**config.mk**
```make
export PLATFORM = sky130hd
export DESIGN_NAME = nearest_neighbor_downscaler
export DESIGN_NICKNAME = d
export VERILOG_FILES = /design/src/rtl/nnd_pkg.sv /design/src/rtl/nearest_neighbor_downscaler.sv
export SDC_FILE = /design/constraint.sdc
export NUM_CORES = 1
export LEC_CHECK = 0
export BUFFER_PORTS_ARGS = -buffer_cell sky130_fd_sc_hd__buf_2
export CAP_MARGIN = 30
export CORE_MARGIN = 2
export CORE_UTILIZATION = 40
export DETAILED_ROUTE_END_ITERATION = 10
export PLACE_DENSITY = 0.67
export SYNTH_ARGS = -nofsm -noshare
export SYNTH_HDL_FRONTEND = slang
export SYNTH_SLANG_ARGS = --single-unit
```
**constraint.sdc**
```tcl
create_clock -name clk_i -period 9.4 [get_ports clk_i]
set_input_delay 0.47 -clock clk_i [delete_from_list [all_inputs] [get_ports clk_i]]
set_output_delay 0.47 -clock clk_i [all_outputs]
set_load 0.02 [all_outputs]
```
**src/rtl/nnd_pkg.sv**
```systemverilog
// nnd_pkg: shared types and constants for the nearest-neighbor downscaler
// sizes, fixed-point layout, reciprocal constants and payload structs
// no dependencies
package nnd_pkg;

  localparam int unsigned OutWidth  = 360;
  localparam int unsigned OutHeight = 236;
  localparam int unsigned DimBits   = 12;

  localparam int unsigned FracBits = 16;
  localparam int unsigned AccW     = FracBits + DimBits;
  localparam int unsigned OcolW    = $clog2(OutWidth + 1);
  localparam int unsigned OrowW    = $clog2(OutHeight + 1);

  // reciprocal scaling: quotient estimate is (size * rcp) >> RcpShift
  localparam int unsigned RcpShift = DimBits;
  localparam int unsigned RcpW     = FracBits + RcpShift + 1;
  localparam int unsigned ProdW    = DimBits + RcpW;
  localparam int unsigned BackW    = AccW + DimBits;

  localparam logic [63:0] RcpColL = (64'd1 << (FracBits + RcpShift)) / 64'(OutWidth);
  localparam logic [63:0] RcpRowL = (64'd1 << (FracBits + RcpShift)) / 64'(OutHeight);
  localparam logic [RcpW-1:0] RcpCol = RcpColL[RcpW-1:0];
  localparam logic [RcpW-1:0] RcpRow = RcpRowL[RcpW-1:0];

  localparam logic [63:0] DimMaskL = (64'd1 << DimBits) - 64'd1;

  // reset sizes and the steps that follow from them
  localparam logic [63:0] RstWidthL  = 64'd640 & DimMaskL;
  localparam logic [63:0] RstHeightL = 64'd480 & DimMaskL;
  localparam logic [63:0] RstEffWL   =
      (RstWidthL < 64'(OutWidth)) ? 64'(OutWidth) : RstWidthL;
  localparam logic [63:0] RstEffHL   =
      (RstHeightL < 64'(OutHeight)) ? 64'(OutHeight) : RstHeightL;
  localparam logic [63:0] RstColStepL = (RstEffWL << FracBits) / 64'(OutWidth);
  localparam logic [63:0] RstRowStepL = (RstEffHL << FracBits) / 64'(OutHeight);

  localparam logic [DimBits-1:0] RstEffW    = RstEffWL[DimBits-1:0];
  localparam logic [AccW-1:0]    RstColStep = RstColStepL[AccW-1:0];
  localparam logic [AccW-1:0]    RstRowStep = RstRowStepL[AccW-1:0];

  typedef enum logic {
    REG_SOURCE_WIDTH  = 1'b0,
    REG_SOURCE_HEIGHT = 1'b1
  } cfg_reg_e;

  typedef enum logic [2:0] {
    STEP_IDLE,
    STEP_MUL,
    STEP_QUO,
    STEP_BACK,
    STEP_FIX
  } step_state_e;

  typedef struct packed {
    logic [15:0] pixel_in;
    logic        frame_start;
  } pix_in_t;

  typedef struct packed {
    logic [15:0] pixel_out;
    logic        frame_last;
  } pix_out_t;

endpackage

```
**src/rtl/nearest_neighbor_downscaler.sv**
```systemverilog
// Nearest-neighbor RGB565 downscaler to a fixed output frame of OutWidth x OutHeight.
// Throughput is one source pixel per clock while no step recompute runs and the skid entry is empty;
// each pixel gives zero or one output pixel, registered in an output register with a skid entry.
// After a size register write, input and configuration are held off while the sequencer
// steps through MUL, QUO, BACK and FIX and the 12.16 step for that axis is recomputed
// (multiply by reciprocal, back-multiply, one-step correction). Depends on nnd_pkg.
module nearest_neighbor_downscaler (
  input  logic                      clk_i,
  input  logic                      rst_ni,
  input  logic                      in_valid_i,
  output logic                      in_ready_o,
  input  nnd_pkg::pix_in_t          in_data_i,
  output logic                      out_valid_o,
  input  logic                      out_ready_i,
  output nnd_pkg::pix_out_t         out_data_o,
  input  logic                      cfg_valid_i,
  output logic                      cfg_ready_o,
  input  nnd_pkg::cfg_reg_e         cfg_index_i,
  input  logic [nnd_pkg::DimBits-1:0] cfg_data_i
);
  import nnd_pkg::*;

  // step recompute sequencer
  step_state_e              step_state_q, step_state_d;
  cfg_reg_e                 axis_q;
  logic [DimBits-1:0]       size_q;
  logic [ProdW-1:0]         prod_q;
  logic [AccW-1:0]          quo_q;
  logic [AccW-1:0]          back_q;
  logic [AccW-1:0]          col_step_q, row_step_q;
  logic [DimBits-1:0]       eff_w_q;
  logic                     busy;
  logic                     cfg_fire;
  logic [DimBits-1:0]       cfg_eff;
  logic [RcpW-1:0]          rcp_sel;
  logic [DimBits-1:0]       out_sel;
  logic [BackW-1:0]         back_full;
  logic [AccW-1:0]          rem;
  logic [AccW-1:0]          step_fix;

  // pixel path
  logic [DimBits-1:0]       src_col_q, src_row_q, src_col_d, src_row_d;
  logic [AccW-1:0]          col_acc_q, row_acc_q, col_acc_d, row_acc_d;
  logic [OcolW-1:0]         out_col_q, out_col_d;
  logic [OrowW-1:0]         out_row_q, out_row_d;
  logic [DimBits-1:0]       sc, sr;
  logic [AccW-1:0]          cacc, racc;
  logic [OcolW-1:0]         ocol;
  logic [OrowW-1:0]         orow;
  logic                     row_hit, hit, in_fire, produce;
  pix_out_t                 res;
  pix_out_t                 out_q, skid_q;
  logic                     out_valid_q, skid_valid_q;

  assign busy        = (step_state_q != STEP_IDLE);
  assign cfg_ready_o = !busy;
  assign cfg_fire    = cfg_valid_i && cfg_ready_o;
  assign in_ready_o  = !busy && !skid_valid_q;
  assign in_fire     = in_valid_i && in_ready_o;

  always_comb begin
    if (cfg_index_i == REG_SOURCE_WIDTH) begin
      cfg_eff = (cfg_data_i < DimBits'(OutWidth)) ? DimBits'(OutWidth) : cfg_data_i;
    end else begin
      cfg_eff = (cfg_data_i < DimBits'(OutHeight)) ? DimBits'(OutHeight) : cfg_data_i;
    end
  end

  always_comb begin
    step_state_d = step_state_q;
    case (step_state_q)
      STEP_IDLE: if (cfg_fire) step_state_d = STEP_MUL;
      STEP_MUL:  step_state_d = STEP_QUO;
      STEP_QUO:  step_state_d = STEP_BACK;
      STEP_BACK: step_state_d = STEP_FIX;
      STEP_FIX:  step_state_d = STEP_IDLE;
      default:   step_state_d = STEP_IDLE;
    endcase
  end

  always_comb begin
    rcp_sel  = (axis_q == REG_SOURCE_WIDTH) ? RcpCol : RcpRow;
    out_sel  = (axis_q == REG_SOURCE_WIDTH) ? DimBits'(OutWidth) : DimBits'(OutHeight);
    back_full = BackW'(quo_q) * BackW'(out_sel);
    rem      = {size_q, FracBits'(0)} - back_q;
    // estimate is at most one below the true quotient
    step_fix = (rem >= AccW'(out_sel)) ? quo_q + AccW'(1) : quo_q;
  end

  always_ff @(posedge clk_i or negedge rst_ni) begin
    if (!rst_ni) begin
      step_state_q <= STEP_IDLE;
      col_step_q   <= RstColStep;
      row_step_q   <= RstRowStep;
      eff_w_q      <= RstEffW;
    end else begin
      step_state_q <= step_state_d;
      if (cfg_fire && cfg_index_i == REG_SOURCE_WIDTH) begin
        eff_w_q <= cfg_eff;
      end
      if (step_state_q == STEP_FIX) begin
        if (axis_q == REG_SOURCE_WIDTH) begin
          col_step_q <= step_fix;
        end else begin
          row_step_q <= step_fix;
        end
      end
    end
  end

  always_ff @(posedge clk_i) begin
    if (cfg_fire) begin
      axis_q <= cfg_index_i;
      size_q <= cfg_eff;
    end
    if (step_state_q == STEP_MUL) begin
      prod_q <= ProdW'(size_q) * ProdW'(rcp_sel);
    end
    if (step_state_q == STEP_QUO) begin
      quo_q <= prod_q[RcpShift +: AccW];
    end
    if (step_state_q == STEP_BACK) begin
      back_q <= back_full[AccW-1:0];
    end
  end

  // selection: frame_start clears the counters before this pixel is judged
  always_comb begin
    sc   = in_data_i.frame_start ? '0 : src_col_q;
    sr   = in_data_i.frame_start ? '0 : src_row_q;
    cacc = in_data_i.frame_start ? '0 : col_acc_q;
    racc = in_data_i.frame_start ? '0 : row_acc_q;
    ocol = in_data_i.frame_start ? '0 : out_col_q;
    orow = in_data_i.frame_start ? '0 : out_row_q;

    row_hit = (orow < OrowW'(OutHeight)) && (sr == racc[FracBits +: DimBits]);
    hit     = row_hit && (ocol < OcolW'(OutWidth)) && (sc == cacc[FracBits +: DimBits]);

    res.pixel_out  = in_data_i.pixel_in;
    res.frame_last = (orow == OrowW'(OutHeight - 1)) && (ocol == OcolW'(OutWidth - 1));

    col_acc_d = hit ? cacc + col_step_q : cacc;
    out_col_d = hit ? ocol + OcolW'(1) : ocol;
    row_acc_d = racc;
    out_row_d = orow;
    src_row_d = sr;
    if (sc >= eff_w_q - DimBits'(1)) begin
      src_col_d = '0;
      src_row_d = sr + DimBits'(1);
      if (row_hit) begin
        row_acc_d = racc + row_step_q;
        out_row_d = orow + OrowW'(1);
        out_col_d = '0;
        col_acc_d = '0;
      end
    end else begin
      src_col_d = sc + DimBits'(1);
    end
  end

  assign produce = in_fire && hit;

  always_ff @(posedge clk_i or negedge rst_ni) begin
    if (!rst_ni) begin
      src_col_q    <= '0;
      src_row_q    <= '0;
      col_acc_q    <= '0;
      row_acc_q    <= '0;
      out_col_q    <= '0;
      out_row_q    <= '0;
      out_valid_q  <= 1'b0;
      skid_valid_q <= 1'b0;
    end else begin
      if (in_fire) begin
        src_col_q <= src_col_d;
        src_row_q <= src_row_d;
        col_acc_q <= col_acc_d;
        row_acc_q <= row_acc_d;
        out_col_q <= out_col_d;
        out_row_q <= out_row_d;
      end
      if (!out_valid_q || out_ready_i) begin
        out_valid_q  <= skid_valid_q || produce;
        skid_valid_q <= 1'b0;
      end else if (produce) begin
        skid_valid_q <= 1'b1;
      end
    end
  end

  // skid entry catches a result while the output transfer is stalled
  always_ff @(posedge clk_i) begin
    if (!out_valid_q || out_ready_i) begin
      out_q <= skid_valid_q ? skid_q : res;
    end else if (produce) begin
      skid_q <= res;
    end
  end

  assign out_valid_o = out_valid_q;
  assign out_data_o  = out_q;

endmodule
```
==> results of run 1 <==
## state kept, by name, indices dropped and copies added, names as in the netlist, 17 cells and up
signal / flops
col_acc_q: 28
row_acc_q: 28
back_q: 26
col_step_q: 22
row_step_q: 22
prod_q: 21
quo_q: 21
out_data_o: 17
skid_q: 17
## path summary, 6_finish.rpt
| path | cells after the start | to | slack (ps) |
|---|---|---|---|
| worst max-delay path | 22 | prod_q[32] | 2480 |
| worst min-delay path | 1 | skid_q[9] | 60 |
| worst max register to register | 22 | prod_q[32] | 2480 |
| worst min register to register | 0 | quo_q[16] | 420 |
| max in group asynchronous | 4 | row_step_q[17] | 7640 |
| min in group asynchronous | 2 | col_acc_q[2] | 480 |
## metrics by stage
stage          cell area (µm²)  std cells
2_1_floorplan            24080       2458
3_5_place_dp             25180       3215
6_report                 26320       3274
4_1_cts                  26320       3274
5_1_grt                  26320       3274
3_3_place_gp             25140       3213
## worst max-delay path, delay by kind of cell, from the launching register on
family	cells	cell delay (ps)
fa+ha+maj	6	2500
compound gates	7	1950
buf+inv	6	880
simple gates	2	880
flops	1	320
xor+xnor	1	80
## cell usage in the layout (no fill, tap or decap), types with 84 or more instances in the layout
cell type / n
inv_1: 305
ha_1: 273
nand2_1: 194
fa_1: 175
dfrtp_1: 140
o21ai_0: 133
nor2_1: 123
edfxtp_1: 115
xnor2_1: 105
a21oi_1: 99
nor2b_1: 84
## layer usage
layer,vias up,global-route usage,wire length [µm],share of wire
met5,-,0,0,0
met2,409,0.3137,27780,0.48
met3,69,0.02571,2610,0.045
li1,8427,-,-,-
met4,0,0.03976,1173,0.020
met1,8676,0.2608,26460,0.46
## logic make-up (layout without fill, tap and decap cells)
| family | Yosys count | in the layout | synth area share |
|---|---|---|---|
| fa+ha+maj | 448 | 448 | 0.2878 |
| simple gates | 681 | 681 | 0.1440 |
| mux | 39 | 39 | 0.01785 |
| buf+inv | 395 | 438 | 0.06182 |
| xor+xnor | 161 | 161 | 0.05865 |
| flops | 273 | 273 | 0.3090 |
| compound gates | 450 | 450 | 0.1205 |
| other cells | 2 | 11 | 0.0003124 |
## cell type report
type | count | area (µm²) | area share
clock inverters | 22 | 314.1 | 0.01193
multi-input cells | 1790 | 15180 | 0.5768
well taps | 773 | 967.2 | 0.03674
flip-flops and latches | 273 | 7430 | 0.2822
repair buffers | 75 | 460.4 | 0.01749
inverters | 305 | 1145 | 0.04349
clock buffers | 36 | 824.5 | 0.03132
## timing repair
item,CTS,global route
endpoints found under the setup margin,0,0
hold buffers,1,0
hold endpoints to repair,64,0
setup buffers,0,0
==> flow_summary.toml, run 1 <==
[outcome]
outcome = "completed"

[yosys]
syn-instance-count = 2449
ys_ff_latch = 273
async_flop_share = 0.5788
avgSynthCellArea_um2 = 9.818
synth-warning-count = 0
yosys.area.top_type_share = 0.1457
yosysUniqueCellTypes = 79
synth.most_common_cell = "inv_1"
synth_area_um2 = 24040
yosysTopAreaCell = "dfrtp_1"
synth_ff_type = "dfrtp_1"
synthTopCellsByCount = "inv_1 (305), ha_1 (273), nand2_1 (194), fa_1 (175), dfrtp_1 (140)"
synth_edf_count = 115
yosysSeqAreaShare = 0.3090
synthTopCellsByArea = "dfrtp_1 (15%), fa_1 (15%), edfxtp_1 (14%)"

[worst_hold_path]
min_path_type = "input pin to flop"
min-delay-start = "in_data_i[9]"

[worst_setup_path]
required_ps = 9720
cp_data_arrival_time_ps = 7240
cp_cell_sequence = "buf_4 > inv_1 > nor2_1 > ha_1 > inv_1 > fa_1 > fa_1 > inv_1 > fa_1 > inv_1 > fa_1 > inv_1 > ha_1 > a21o_1 > a21o_1 > a221o_1 > a21o_1 > a221oi_1 > o311ai_0 > or4_1 > a31oi_1 > xnor2_1"
cp_max_fo = 49
crit_type = "flop to flop"
r2r_start = "axis_q"
crit_path_end_kind = "flop"
slowest_stage = "fa_1"
crit_start = "axis_q"
startpoint_type = "flop"
cp_common_cell = "inv_1"
slowest_delay_ps = 540

[floorplan]
die_area_um2 = 62090
ioPinCount = 55
start_util = 0.4058
die_y_um = 249.2
fp.dieW_um = 249.2
std_cell_rows = 89
coreArea_um2 = 59240

[timing]
hold_ws_ps = 62.82
fin_tns_setup_ps = 0
tightest_slew_ps = 980.6
clock_skew_ps = 25.29
max_freq_mhz = 144.5
fin_crit_sh = 0.7360
setup_viol = 0
rsz0062_at_grt = "false"
slew_headroom = 0.3463
fin_ws_ps = 2481
min_period_ps = 6919
maxSlewViolCount = 0
hold_viol = 0

[grt]
antenna_found_initial = 0
grt_pass1_vias = 18174
grt.total_usage = 0.1880
grt_max_degree = 80
grt_pass1_wl_mm = 95.70
overflow = 0

[clock_network]
worst_skew_pair.late_latency_ps = 590
cts_tree = "done"
clkTransAtPathRegs_ps = 60
clock-sinks = 273
cts_buffers = 31
cts_buffer_depth = 3
cts-htree-levels = 1
cts.repair.resized = 0
clockRootBuffer = "clkbuf_16"

[place]
post-dp-hpwl_mm = 45.42
place_congestion = 0.9782
dp_slack_ps = 2521
portBuffers = 54

[detailed_routing]
routed_wl_mm = 58.02
drt-pass1-iter-count = 7
drc_errors = 0
drtIter0Drc = 1255
vias = 17581
ant_nets = 0
wl_per_cell_um = 17.72
routed_via_density = 5.370

[finish]
layout.nets = 2959
drive_gt1_frac = 0.07877
diodes = 0
syn_to_final_growth_pct = 9.487
final_util = 0.4443
n_fill_cell = 5599

[flow_run]
cap_violations = 0
Power of run 1 is not shown: default switching activity piles up to over one toggle a cycle in this logic, so the estimate is an artifact.
==> run 2: changes to the inputs <==
==> constraint.sdc (replaced) <==
create_clock -name clk_i -period 6.59 [get_ports clk_i]
set_input_delay 0.3295 -clock clk_i [delete_from_list [all_inputs] [get_ports clk_i]]
set_output_delay 0.3295 -clock clk_i [all_outputs]
set_load 0.02 [all_outputs]
==> run 2 against run 1 <==
Against the previous run:
- first-iteration DRC count decreased by 9.7%
- via count increased by 1.3%
- cell area increased by 0.83%
- fmax increased by 10%
- count of clock-buffer cells in the layout decreased by 4
==> flow_summary.toml, run 2 (synthesized netlist as in run 1, its figures left out) <==
[outcome]
outcome = "completed"

[grt]
antenna_found_initial = 1
grt_pass1_vias = 18339
grt.total_usage = 0.1893
overflow = 0
busiest_layer = "met2"
grt_max_degree = 87
grt_pass1_wl_mm = 95.96
use_met2 = 0.3196
use_met1 = 0.2551
use_met3 = 0.02476

[clock_network]
cts-htree-levels = 1
clkTransAtPathRegs_ps = 70
cts_buffer_depth = 3
cts_buffers = 30
clockRootBuffer = "clkbuf_16"
cts_tree = "done"
clock-sinks = 273
worst_skew_pair.late_latency_ps = 590

[floorplan]
die_y_um = 249.2
std_cell_rows = 89
fp.dieW_um = 249.2
start_util = 0.4058
ioPinCount = 55
coreArea_um2 = 59240
die_area_um2 = 62090

[timing]
tightest_slew_ps = 965.2
rsz0062_at_grt = "false"
hold_ws_ps = 49.58
maxSlewViolCount = 0
setup_viol = 0
fin_tns_setup_ps = 0
min_period_ps = 6276
max_freq_mhz = 159.3
slew_headroom = 0.3399
hold_viol = 0
fin_crit_sh = 0.9523
clock_skew_ps = 18.80

[worst_setup_path]
cp_data_arrival_time_ps = 6600
required_ps = 6920
cp_max_fo = 28
crit_type = "flop to flop"
crit_path_end_kind = "flop"
startpoint_type = "flop"

[place]
place_congestion = 0.9222
post-dp-hpwl_mm = 45.23
portBuffers = 54

[detailed_routing]
vias = 17809
ant_nets = 0
routed_via_density = 5.379
routed_wl_mm = 58.19
drc_errors = 0
drt-pass1-iter-count = 6
drtIter0Drc = 1133
wl_per_cell_um = 17.57

[finish]
diodes = 0
top_regs = "col_acc_q (28), row_acc_q (28), back_q (26)"
syn_to_final_growth_pct = 10.39
n_fill_cell = 5584
final_cell_mix = "inv_1 (305), ha_1 (273), nand2_1 (194)"
drive_gt1_frac = 0.08550
final_common_cell = "inv_1"
layout.nets = 2997

[flow_run]
cap_violations = 0

[worst_hold_path]
min_path_type = "input pin to flop"
run 2: changes by cell type in the layout (fill, tap and decap cells not counted), moves of 3 or more:
cell,delta
buf_4,+19
bufinv_16,-5
clkbuf_8,-3
clkinv_2,+4
dlygate4sd3_1,+19
run 2: layout make-up:
cell class / instances / area (µm²) / area share
timing repair buffer: 114 / 813.3 / 0.03064
multi-input combinational: 1790 / 15220 / 0.5734
inverter: 305 / 1145 / 0.04313
clock buffer: 32 / 758.2 / 0.02857
tap: 773 / 967.2 / 0.03644
sequential: 273 / 7430 / 0.2799
clock inverter: 24 / 210.2 / 0.007920
run 2: path summary, 6_finish.rpt:
check	from	end	slack, ps	cells after the start
max	axis_q	prod_q[32]	310	20
max in group asynchronous	rst_ni	eff_w_q[9]	5080	4
min reg2reg	prod_q[27]	quo_q[15]	420	0
min in group asynchronous	rst_ni	row_acc_q[11]	380	2
min	cfg_index_i	axis_q	50	1
max reg2reg	axis_q	prod_q[32]	310	20
run 2: what timing repair did:
action / in CTS / in global routing
buffers inserted: 0 / 1
endpoints found under the setup margin: 0 / 2
endpoints found under the hold margin: 92 / 0
resized for setup: 0 / 5
hold buffers: 20 / 0
run 2: routing by layer:
metal / vias to the layer above / share of wire
met1: 8807 / 0.45
met3: 98 / 0.046
li1: 8502 / -
met2: 400 / 0.48
met5: - / 0.00022
met4: 2 / 0.026
run 2: critical path: stages (launching register included):
cell	delay, ps
edfxtp_1	410
buf_12	180
inv_1	180
nand2_1	170
fa_1	520
fa_1	500
inv_1	60
fa_1	540
fa_1	550
inv_1	60
fa_1	540
inv_1	50
ha_1	320
and4_1	210
a221o_1	300
a21o_1	200
a221oi_4	330
o311ai_2	170
or4_4	450
a31oi_2	190
xnor2_1	80
run 2: metrics by stage:
step / utilization / cell area [µm²] / cells / setup WS, ps
3_3_place_gp: 0.4270 / 25300 / 3232 / 171.9
4_1_cts: 0.4469 / 26480 / 3309 / 79.75
5_1_grt: 0.4480 / 26540 / 3311 / 35.35
2_1_floorplan: - / 24080 / 2458 / 26.32
6_report: 0.4480 / 26540 / 3311 / 314.3
3_5_place_dp: 0.4272 / 25310 / 3233 / 85.22
Power of run 2 is left out for the same reason.
==> run 3: changes to the inputs <==
--- a/config.mk
+++ b/config.mk
@@ -10,7 +10,7 @@
 export CORE_MARGIN = 2
 export CORE_UTILIZATION = 40
 export DETAILED_ROUTE_END_ITERATION = 10
-export PLACE_DENSITY = 0.67
+export PLACE_DENSITY = 0.54
 export SYNTH_ARGS = -nofsm -noshare
 export SYNTH_HDL_FRONTEND = slang
 export SYNTH_SLANG_ARGS = --single-unit
==> run 3 against run 2 <==
Against the previous run:
- cell count up 0.60%
- hold slack better by 61 ps
- worst setup slack got worse by 45 ps
- sequential share of layout area fell by 0.20 points
- critical path type unchanged
==> flow_summary.toml, run 3 (synthesized netlist as in run 1, its figures left out) <==
[timing]
maxSlewViolCount = 0
rsz0062_at_grt = "false"
max_freq_mhz = 158.2
hold_viol = 0
slew_headroom = 0.4068
min_period_ps = 6321
setup_viol = 0
fin_tns_setup_ps = 0
tightest_slew_ps = 889.8
fin_ws_ps = 269.3
clock_skew_ps = 16.03
fin_crit_sh = 0.9591

[worst_setup_path]
required_ps = 6870
cp_max_fo = 10
rr_endpoint = "prod_q[32]"
cp_data_arrival_time_ps = 6600
r2r_start = "axis_q"
cp_top_family = "adder cells"
critPathBufInv = 6
crit_type = "flop to flop"
cp_cell_sequence = "buf_4 > nand2_1 > inv_1 > fa_1 > inv_1 > fa_1 > fa_1 > inv_1 > fa_1 > inv_1 > fa_1 > inv_1 > ha_1 > a21o_1 > a21o_1 > a221o_1 > a21o_1 > a221oi_4 > o311ai_4 > or4_1 > a31oi_1 > xnor2_1"
r2r_slack_ps = 270
rr_worst_depth = 22
slowest_stage = "fa_1"
startpoint_type = "flop"
slowest_delay_ps = 570
crit_path_end_kind = "flop"

[place]
portBuffers = 54
post-dp-hpwl_mm = 47.62
place_congestion = 0.9420
dp_slack_ps = 126.0

[floorplan]
fp.dieW_um = 249.2
ioPinCount = 55
coreArea_um2 = 59240
std_cell_rows = 89
die_area_um2 = 62090
start_util = 0.4058
die_y_um = 249.2

[clock_network]
cts_buffer_depth = 3
worst_skew_pair.late_latency_ps = 560
clock-sinks = 273
clockRootBuffer = "clkbuf_16"
clkTransAtPathRegs_ps = 60
cts-htree-levels = 2
cts_buffers = 35
cts_tree = "done"

[flow_run]
cap_violations = 0

[detailed_routing]
vias = 17487
wl_per_cell_um = 18.14
drc_errors = 0
routed_wl_mm = 60.43
routed_via_density = 5.250
drt-pass1-iter-count = 5
ant_nets = 0
drtIter0Drc = 964

[finish]
layout.nets = 3014
diodes = 0
top_regs = "col_acc_q (28), row_acc_q (28), back_q (26)"
final_util = 0.4512
final_cell_mix = "inv_1 (305), ha_1 (273), nand2_1 (194)"
syn_to_final_growth_pct = 11.17
drive_gt1_frac = 0.09070
n_fill_cell = 5666
final_common_cell = "inv_1"

[worst_hold_path]
min_path_type = "input pin to flop"
holdPathEnd = "size_q[10]"
min-delay-start = "cfg_data_i[10]"
hold_depth = 1

[grt]
grt.total_usage = 0.1964
antenna_found_initial = 0
grt_pass1_wl_mm = 97.46
grt_max_degree = 58
grt_pass1_vias = 17721
overflow = 0

[outcome]
outcome = "completed"
-- run 3: what timing repair did --
item                                   in CTS  in global routing
setup endpoints to repair                   0                  2
gates resized for setup                     0                  4
hold buffers                               17                  0
endpoints found under the hold margin      66                  0
buffers inserted                            0                  0
-- run 3: routing by layer --
layer / part of all wire / wire length (µm) / global-route usage / vias to the layer above
li1: - / - / - / 8541
met1: 0.47 / 28410 / 0.2721 / 8549
met2: 0.47 / 28180 / 0.3222 / 309
met3: 0.036 / 2179 / 0.02309 / 88
met4: 0.027 / 1661 / 0.05955 / 0
met5: 0 / 0 / 0 / -
-- run 3: how the worst max path moves through the flow --
stage | start | to | slack, ps | cells after the start
6_report | axis_q | prod_q[32] | 270 | 22
5_1_grt | axis_q | prod_q[32] | 20 | 22
4_1_cts | axis_q | prod_q[32] | 80 | 22
3_5_place_dp | axis_q | prod_q[32] | 130 | 22
3_3_place_gp | axis_q | prod_q[32] | 210 | 22
2_1_floorplan | axis_q | prod_q[32] | 30 | 23
-- run 3: layout make-up --
cell class | instances | area [µm²] | share of cell area
clock buffers | 48 | 954.7 | 0.03572
repair buffers | 126 | 863.3 | 0.03230
flip-flops and latches | 273 | 7430 | 0.2780
inverters | 305 | 1145 | 0.04283
multi-input cells | 1790 | 15220 | 0.5695
clock inverters | 16 | 146.4 | 0.005477
well taps | 773 | 967.2 | 0.03619
-- run 3: through the flow --
step | hold WS (ps) | area (µm²) | instances
4_1_cts | 60.41 | 26680 | 3329
3_5_place_dp | 341.3 | 25410 | 3248
6_report | 110.2 | 26730 | 3331
5_1_grt | 69.00 | 26730 | 3331
3_3_place_gp | 339.0 | 25390 | 3246
2_1_floorplan | 33.91 | 24080 | 2458
Power of run 3 is left out for the same reason.
